--- src/pal_pkg.sv ---
package pal_pkg;

    localparam int KEY_W  = 32;
    localparam int OP_W   = 2;
    localparam int POS_W  = 9;
    localparam int LEN_W  = 10;
    localparam int STAT_W = 2;

    // cells per first-level group of the read-out OR tree
    localparam int GRP_SIZE = 32;

    localparam logic [OP_W-1:0] OP_INSERT = 2'd0;
    localparam logic [OP_W-1:0] OP_REMOVE = 2'd1;
    localparam logic [OP_W-1:0] OP_READ   = 2'd2;

    localparam logic [STAT_W-1:0] ST_OK    = 2'd0;
    localparam logic [STAT_W-1:0] ST_FULL  = 2'd1;
    localparam logic [STAT_W-1:0] ST_RANGE = 2'd2;
    localparam logic [STAT_W-1:0] ST_EMPTY = 2'd3;

    typedef logic signed [KEY_W-1:0] t_key;

    typedef struct packed {
        logic [OP_W-1:0]  op;
        logic [POS_W-1:0] position;
        t_key             key_in;
    } t_in_word;

    typedef struct packed {
        logic [STAT_W-1:0] status;
        t_key              value_out;
        logic [LEN_W-1:0]  length;
        logic              is_empty;
    } t_out_word;

    // per-cell control: broadcast operation plus this cell's place against the position
    typedef struct packed {
        logic ins;
        logic rem;
        logic rd;
        logic at;
        logic past;
    } t_cell_ctl;

endpackage

--- src/pal_cell.sv ---
module pal_cell
    import pal_pkg::*;
(
    input  logic      i_clk,
    input  t_cell_ctl i_ctl,
    input  t_key      i_key,
    input  t_key      i_left,
    input  t_key      i_right,
    output t_key      o_entry,
    output t_key      o_tap
);

    t_key r_entry;
    t_key n_entry;

    // insert: take the key at the position, take the left neighbor above it
    // remove: take the right neighbor at and above the position
    always_comb begin
        n_entry = r_entry;
        if (i_ctl.ins && i_ctl.at) begin
            n_entry = i_key;
        end else if (i_ctl.ins && i_ctl.past) begin
            n_entry = i_left;
        end else if (i_ctl.rem && (i_ctl.at || i_ctl.past)) begin
            n_entry = i_right;
        end
    end

    always_ff @(posedge i_clk) begin
        r_entry <= n_entry;
    end

    assign o_entry = r_entry;
    assign o_tap   = (i_ctl.rd && i_ctl.at) ? r_entry : '0;

endmodule

--- config.mk ---
export PLATFORM = sky130hd
export DESIGN_NAME = pal_cell
export DESIGN_NICKNAME = d
export VERILOG_FILES = /design/src/pal_pkg.sv /design/src/pal_cell.sv
export SDC_FILE = /design/constraint.sdc
export NUM_CORES = 1
export LEC_CHECK = 0
export ABC_AREA = 0
export BUFFER_PORTS_ARGS = -buffer_cell sky130_fd_sc_hd__buf_2
export CAP_MARGIN = 25
export CORE_ASPECT_RATIO = 0.7
export CORE_MARGIN = 2
export CORE_UTILIZATION = 38
export DETAILED_ROUTE_END_ITERATION = 16
export PLACE_DENSITY = 0.8
export SYNTH_ARGS = -nofsm -noshare
export SYNTH_HDL_FRONTEND = slang
export SYNTH_SLANG_ARGS = --single-unit
--- constraint.sdc ---
create_clock -name i_clk -period 1.6 [get_ports i_clk]
set_input_delay 0.08 -clock i_clk [delete_from_list [all_inputs] [get_ports i_clk]]
set_output_delay 0.08 -clock i_clk [all_outputs]
set_load 0.01 [all_outputs]
== Word-level counts from Yosys, hierarchy flattened ==
Index checks and enable logic that the tools add are counted.

* Output and inout port bits: 64
* Bits in registers: 32
* Word-level logic and storage cells: 11

* Reductions and logical operators: 6
* Mux-type cells: 4

{| class="wikitable"
|+ Operators with widths
! kind !! count
|-
| $mux W32 || 4
|-
| $logic_and A1 B1 Y1 || 4
|-
| $reduce_bool A3 Y1 || 1
|-
| $logic_or A1 B1 Y1 || 1
|}

== Depth between registers and ports, before layout ==
Gate-level depths: netlist of run 1.

* Depth after elaboration: 5
* Mapped depth: 5
* Depth with buffers taken out: 3

== Worst setup path before layout of run 1 ==
Ideal clock, no wire load.

* Kind: input port to flip-flop
* Start: input i_ctl[4] (netlist bit)
* End: register r_entry[0] (netlist: o_entry[0]) (enable)
* Slack: 0.026 ns
* Arrival time: 1.183 ns
* Stages on the path: 3
* Required time: 1.209 ns
* Cell sequence: buf_6 > buf_2 > o22a_1

* Longest elaborated chain between the ends: 2
* Elaborated cells between the ends (all ways): 3

{| class="wikitable"
|+ RTL lines
! element !! line !! RTL
|-
| from (decl) || pal_cell.sv:5 || <nowiki>input t_cell_ctl i_ctl,</nowiki>
|-
| $logic_and A1 B1 Y1, on equally long branches || pal_cell.sv:20, pal_cell.sv:22 ||
|-
| $reduce_bool A3 Y1 (no line) * || n/a ||
|-
| to (signal assigned) || pal_cell.sv:30 || <nowiki>r_entry <= n_entry;</nowiki>
|-
| to (decl) || pal_cell.sv:13 || <nowiki>t_key r_entry;</nowiki>
|}

Every way passes the cells marked *; elsewhere a longest branch is shown, timed or not.
A chain may end at the register's enable or synchronous reset.

== Final worst setup path of run 1 ==
* Start: register r_entry[0] (netlist: o_entry[0])
* End: output o_tap[0]

* Longest elaborated chain between the ends: 1

{| class="wikitable"
|+ RTL lines
! element !! line !! RTL
|-
| $mux W32 || pal_cell.sv:34 || <nowiki>assign o_tap = (i_ctl.rd && i_ctl.at) ? r_entry : '0;</nowiki>
|-
| to (decl) || pal_cell.sv:10 || <nowiki>output t_key o_tap</nowiki>
|}

No other way between the ends.

==> impl_metrics.py, run 1 <==
metrics = {
    "outcome": {
        "result_of_the_run": "completed",
    },
    "route": {
        "count_of_vias_placed_by_the_detailed_router": 2399,
        "drt_first_iter_violations": 80,
        "wl_per_cell_um": 15.9,
        "avgViaCountPerCell": 5.31,
        "drcViolationCount": 0,
        "drt_wl_total_mm": 7.17,
        "number_of_nets_still_failing_antenna_checks_after_routing": 0,
        "count_of_tritonroute_iterations_in_the_first_routing_pass": 4,
    },
    "timing": {
        "timing.slew.headroom_pct": 63.6,
        "final_hold_viol_count": 0,
        "unrepaired_setup_endpoints_after_global_routing": "false",
        "setup-tns-final_ns": 0,
        "setup_viol": 0,
        "max_freq_mhz": 873,
        "final_min_period_over_clock_period_pct": 71.6,
        "finalCriticalPeriod_ns": 1.14,
        "tightestPinTransition_ns": 0.546,
        "report.final.slew_viol_count": 0,
    },
    "power_and_ir_drop": {
        "netSwitchingFraction_pct": 30.7,
        "power.combinational.fraction_pct": 30.0,
        "power.density_nw_per_um2": 750,
        "power_switching_mw": 0.748,
        "share_seq_of_total_power_pct": 46.1,
        "power_mw": 2.44,
        "leakage_nw": 1.53,
        "max-vdd-ir-drop_uv": 311,
        "internal_power_of_the_cells_mw": 1.69,
        "power.clock.fraction_pct": 23.9,
    },
    "setup_path": {
        "cp-start-kind": "flop",
        "setup.worst_path.class": "reg -> out",
        "crit_arrival_ns": 1.06,
        "end_kind": "primary output",
        "timing.critical_path.fanout_max": 2,
        "worstPathRequired_ns": 1.52,
    },
    "worst_hold_path": {
        "holdCritPathClass": "in -> reg",
        "hold_start": "i_key[3]",
        "hold_end": "o_entry[3]",
        "timing.hold.worst_path_depth": 3,
    },
    "floorplan": {
        "floorplan.core_area_um2": 6220,
        "die-height_um": 71.0,
        "pin_count": 166,
        "die_width_um": 99.7,
        "rows": 24,
        "floorplan.initialDensity_pct": 39.2,
        "design.die.area_um2": 7080,
    },
    "cells_and_area": {
        "diodes": 0,
        "area_delta_synth_final_pct": 33.1,
        "multi_input_comb_area_um2": 1220,
        "largest_reg_flops": 32,
        "layout-drive-gt1-share_pct": 64.2,
        "layout.nets": 475,
        "filler_cell_count": 570,
        "register_area_um2": 961,
    },
    "global_route": {
        "groute.usage.overall_pct": 18.8,
        "grt_start_max_net_pins": 52,
        "overflow": 0,
        "grt_antenna_before_repair": 0,
        "first_pass_grt_wire_length_mm": 10.5,
        "grt_pass1_vias": 2172,
    },
    "synth": {
        "netlist_area_um2": 2440,
        "postSynthCellCount": 223,
        "seq_area_frac_synth_pct": 39.4,
        "synth_fp_nets": 325,
        "post_synth_num_cell_types": 10,
        "syn_avg_cell_area_um2": 10.9,
        "yosys_warnings": 0,
        "synth.ff_latch_count": 32,
    },
    "cts": {
        "bufs_on_longest_clock_path": 2,
        "cts-buffers-inserted": 5,
        "cts_tree": "done",
        "post-cts-setup-buffers": 0,
        "clkSinkCount": 32,
        "postCtsResizedCells": 0,
        "clock_root_buffer": "sky130_fd_sc_hd__clkbuf_8",
        "htree_levels": 2,
        "worst_path_clk_slew_ns": 0.06,
        "ctsHoldBuffers": 0,
    },
    "placed_design": {
        "dp.final_hpwl_mm": 5.24,
        "io_buffers": 165,
        "routabilityCongestion": 0.759,
    },
    "flow_run": {
        "timing.max_cap.violations": 0,
    },
}
worst max-delay path, stage by stage, from the launching register on:
cell and delay [ns]:
sky130_fd_sc_hd__edfxtp_1 0.45, sky130_fd_sc_hd__and3_1 0.21, sky130_fd_sc_hd__buf_2 0.13
per-layer routing:
layer	global-route usage, %	vias to the layer above	part of all wire [%]	wire length [um]
met5	0	-	0	0
li1	-	1169	-	-
met3	4.25	4	8.0	570
met1	24.2	1107	43	3120
met4	3.65	0	0.47	34
met2	32.8	119	48	3450
cells by family after synthesis:
| group | Yosys count | synth area share [%] |
|---|---|---|
| AND/OR/NAND/NOR | 130 | 41.6 |
| AO/OA/AOI/OAI | 33 | 8.57 |
| flip-flops | 32 | 39.4 |
| buffers and inverters | 28 | 10.5 |
power groups by stage:
stage / Combinational, mW / Clock (mW) / Sequential [mW]
3_5_place_dp: 0.734 / 0 / 1.14
5_1_grt: 0.790 / 0.644 / 1.14
4_1_cts: 0.734 / 0.602 / 1.12
2_1_floorplan: 0.363 / 0 / 1.19
3_3_place_gp: 0.719 / 0 / 1.13
6_report: 0.731 / 0.582 / 1.12
cell usage after synthesis (all sizes together):
library cell	count	area share [%]
o22ai	32	8.2
o22a	1	0.36
clkbuf	3	0.46
nor3	96	32
edfxtp	32	39
and3	32	8.2
nand2	2	0.92
buf	25	10
worst max-delay path by stage:
| stage | cells past startpoint | startpoint | slack, ns | to |
|---|---|---|---|---|
| after floorplan | 3 | i_ctl[4] | 0.03 | o_entry[0] |
| after detailed placement | 4 | i_ctl[4] | 0.40 | o_entry[0] |
| after global placement | 4 | i_ctl[4] | 0.44 | o_entry[31] |
| after global routing | 2 | o_entry[0] | 0.40 | o_tap[0] |
| after CTS | 2 | o_entry[0] | 0.45 | o_tap[0] |
| final | 2 | o_entry[0] | 0.46 | o_tap[0] |
cell usage in the layout, fill, tap and decap left out, drive strengths merged:
master / instances
o22ai: 32
o22a: 1
nor3: 96
and3: 32
edfxtp: 32
nand2: 2
clkinv: 1
clkbuf: 7
buf: 171
metrics by stage:
step	setup slack (ns)	hold slack, ns	utilization (%)	area, um^2	cells
finish	0.455	0.172	52.2	3250	452
global route	0.396	0.169	52.2	3250	452
CTS	0.447	0.159	52.2	3250	452
detailed placement	0.404	0.450	50.9	3170	444
global placement	0.444	0.438	50.9	3170	444
floorplan	0.0261	0.335	-	2440	223
final cells by class:
cell class	count	share of cell area [%]
Clock buffer	7	2.35
Clock inverter	1	0.116
Multi-Input combinational cell	163	37.6
Timing Repair Buffer	171	27.3
Sequential cell	32	29.6
Tap cell	78	3.01
(Power assumes the default switching activity.)
==> run 2: changes to the inputs <==
--- a/config.mk
+++ b/config.mk
@@ -5,14 +5,14 @@
 export SDC_FILE = /design/constraint.sdc
 export NUM_CORES = 1
 export LEC_CHECK = 0
-export ABC_AREA = 0
+export ABC_AREA = 1
 export BUFFER_PORTS_ARGS = -buffer_cell sky130_fd_sc_hd__buf_2
 export CAP_MARGIN = 25
 export CORE_ASPECT_RATIO = 0.7
 export CORE_MARGIN = 2
-export CORE_UTILIZATION = 38
+export CORE_UTILIZATION = 41
 export DETAILED_ROUTE_END_ITERATION = 16
-export PLACE_DENSITY = 0.8
+export PLACE_DENSITY = 0.84
 export SYNTH_ARGS = -nofsm -noshare
 export SYNTH_HDL_FRONTEND = slang
 export SYNTH_SLANG_ARGS = --single-unit
==> constraint.sdc (replaced) <==
create_clock -name i_clk -period 1.2 [get_ports i_clk]
set_input_delay 0.06 -clock i_clk [delete_from_list [all_inputs] [get_ports i_clk]]
set_output_delay 0.06 -clock i_clk [all_outputs]
set_load 0.01 [all_outputs]
==> impl_metrics.py, run 2 <==
metrics = {
    "synth": {
        "synth.most_common_cell": "sky130_fd_sc_hd__nand2_1",
        "seq_area_frac_synth_pct": 42.3,
        "share_of_async_settable_or_async_resettable_flops_after_synthesis_pct": 0,
        "synth_top_area_share_pct": 42.3,
        "cell_types_occupying_the_most_area_after_synthesis": "sky130_fd_sc_hd__edfxtp_1, sky130_fd_sc_hd__nand2_1, sky130_fd_sc_hd__inv_1",
        "post_synth_num_cell_types": 11,
        "synth.ff_latch_count": 32,
        "postSynthCellCount": 346,
        "synth_fp_nets": 448,
        "yosys_most_used_dff": "sky130_fd_sc_hd__edfxtp_1",
        "netlist_area_um2": 2270,
        "synth-edff-count": 32,
        "synth.largest_area_cell": "sky130_fd_sc_hd__edfxtp_1",
        "syn_avg_cell_area_um2": 6.57,
        "yosys_warnings": 0,
        "synth.top_cells.by_count": "sky130_fd_sc_hd__nand2_1, sky130_fd_sc_hd__inv_1, sky130_fd_sc_hd__nand3_1",
    },
    "timing": {
        "final_hold_viol_count": 0,
        "max_freq_mhz": 987,
        "final_min_period_over_clock_period_pct": 84.4,
        "report.final.slew_viol_count": 0,
        "setup-tns-final_ns": 0,
        "finalCriticalPeriod_ns": 1.01,
        "timing.slew.headroom_pct": 78.4,
        "finalHoldWorstSlack_ns": 0.0531,
        "unrepaired_setup_endpoints_after_global_routing": "false",
        "tightestPinTransition_ns": 0.324,
        "setup_viol": 0,
    },
    "cells_and_area": {
        "diodes": 0,
        "area_delta_synth_final_pct": 44.9,
        "mostFrequentLayoutCell": "sky130_fd_sc_hd__buf_2",
        "layout.nets": 611,
        "largest_reg_flops": 32,
        "layout-drive-gt1-share_pct": 36.5,
        "layout.cells.most_common_list": "sky130_fd_sc_hd__buf_2, sky130_fd_sc_hd__nand2_1, sky130_fd_sc_hd__inv_1",
        "layout_utilization_pct": 62.3,
    },
    "setup_path": {
        "cp-start-kind": "flop",
        "worstPathCellList": "inv_1 -> nor2_1 -> buf_2",
        "setup.worst_path.class": "reg -> out",
        "end_kind": "primary output",
        "slowest_stage": "sky130_fd_sc_hd__edfxtp_1",
        "max_stage_delay_ns": 0.42,
        "crit_arrival_ns": 0.95,
        "timing.critical_path.fanout_max": 2,
        "worstPathRequired_ns": 1.14,
    },
    "route": {
        "count_of_vias_placed_by_the_detailed_router": 2693,
        "number_of_nets_still_failing_antenna_checks_after_routing": 0,
        "drt_wl_total_mm": 6.72,
        "drt_first_iter_violations": 85,
        "avgViaCountPerCell": 4.63,
        "wl_per_cell_um": 11.5,
        "count_of_tritonroute_iterations_in_the_first_routing_pass": 4,
        "drcViolationCount": 0,
    },
    "placed_design": {
        "dp.final_hpwl_mm": 5.25,
        "io_buffers": 165,
        "routabilityCongestion": 0.847,
    },
    "cts": {
        "postCtsResizedCells": 0,
        "cts_tree": "done",
        "clock_root_buffer": "sky130_fd_sc_hd__clkbuf_8",
        "ctsHoldBuffers": 0,
        "post-cts-setup-buffers": 0,
        "htree_levels": 2,
        "bufs_on_longest_clock_path": 2,
        "cts-buffers-inserted": 5,
        "clkSinkCount": 32,
        "worst_path_clk_slew_ns": 0.06,
    },
    "global_route": {
        "overflow": 0,
        "grt_antenna_before_repair": 0,
        "grt_pass1_vias": 2240,
        "grt_start_max_net_pins": 33,
        "groute.usage.overall_pct": 21.4,
        "first_pass_grt_wire_length_mm": 10.2,
    },
    "power_and_ir_drop": {
        "max-vdd-ir-drop_uv": 462,
        "power.density_nw_per_um2": 1010,
        "power_mw": 3.32,
        "leakage_nw": 2.12,
    },
    "floorplan": {
        "design.die.area_um2": 6160,
        "die_width_um": 93.0,
        "floorplan.core_area_um2": 5290,
        "pin_count": 166,
        "rows": 22,
        "die-height_um": 66.3,
        "floorplan.initialDensity_pct": 43.0,
    },
    "flow_run": {
        "timing.max_cap.violations": 0,
    },
    "worst_hold_path": {
        "holdCritPathClass": "in -> reg",
    },
    "outcome": {
        "result_of_the_run": "completed",
    },
}
run 2: changes by cell type after synthesis, moves of 32 or more:
| cell | before | now |
|---|---|---|
| sky130_fd_sc_hd__nor3_1 | 34 | 0 |
| sky130_fd_sc_hd__nor2_1 | 0 | 32 |
| sky130_fd_sc_hd__nand3_1 | 0 | 65 |
| sky130_fd_sc_hd__o22ai_1 | 32 | 0 |
| sky130_fd_sc_hd__nand2_1 | 0 | 97 |
| sky130_fd_sc_hd__nor3_2 | 62 | 0 |
| sky130_fd_sc_hd__inv_1 | 0 | 96 |
| sky130_fd_sc_hd__and3_1 | 32 | 0 |
run 2: cells by family after synthesis:
logic type / Yosys count / synth area share [%]
and+or+nand+nor: 196 / 36.4
DFF: 32 / 42.3
AOI/OAI and AO/OA: 1 / 0.220
buffers and inverters: 117 / 21.1
run 2: power by group:
group          leakage (nW)  total, mW  switching, mW  internal, mW
clock                0.0399      0.767          0.364         0.403
sequential            0.321       1.54         0.0973          1.44
combinational          1.76       1.01          0.566         0.445
run 2: metrics by stage:
stage | worst slack (ns) | instance area [um^2] | std cells
6_report | 0.187 | 3290 | 582
5_1_grt | 0.0966 | 3290 | 582
4_1_cts | 0.176 | 3290 | 582
3_5_place_dp | 0.172 | 3210 | 574
3_3_place_gp | 0.200 | 3210 | 574
2_1_floorplan | 0.0342 | 2290 | 346
run 2: worst paths after layout:
path,from,end,slack (ns),depth (start not counted)
min,i_key[1],o_entry[1],0.05,3
max,o_entry[5],o_tap[5],0.19,3
run 2: cell type report:
class,count,area (um^2)
repair buffers,176,946
flip-flops and latches,32,961
fillers,482,1990
multi-input cells,197,848
clock inverters,1,3.75
clock buffers,7,76.3
well taps,72,90.1
inverters,97,367
run 2: routing by layer:
metal  up-vias  routed length [um]  global-route usage (%)
met3         9                 605                    4.45
li1       1347                   -                       -
met1      1191                2830                    26.7
met2       146                3200                    37.1
met4         0                  83                    7.54
met5         -                   0                       0
run 2: critical path, delay by kind of cell, from the launching register on:
family                 cells  cell delay, ns
buffers and inverters      2            0.21
DFF                        1            0.42
and+or+nand+nor            1            0.04
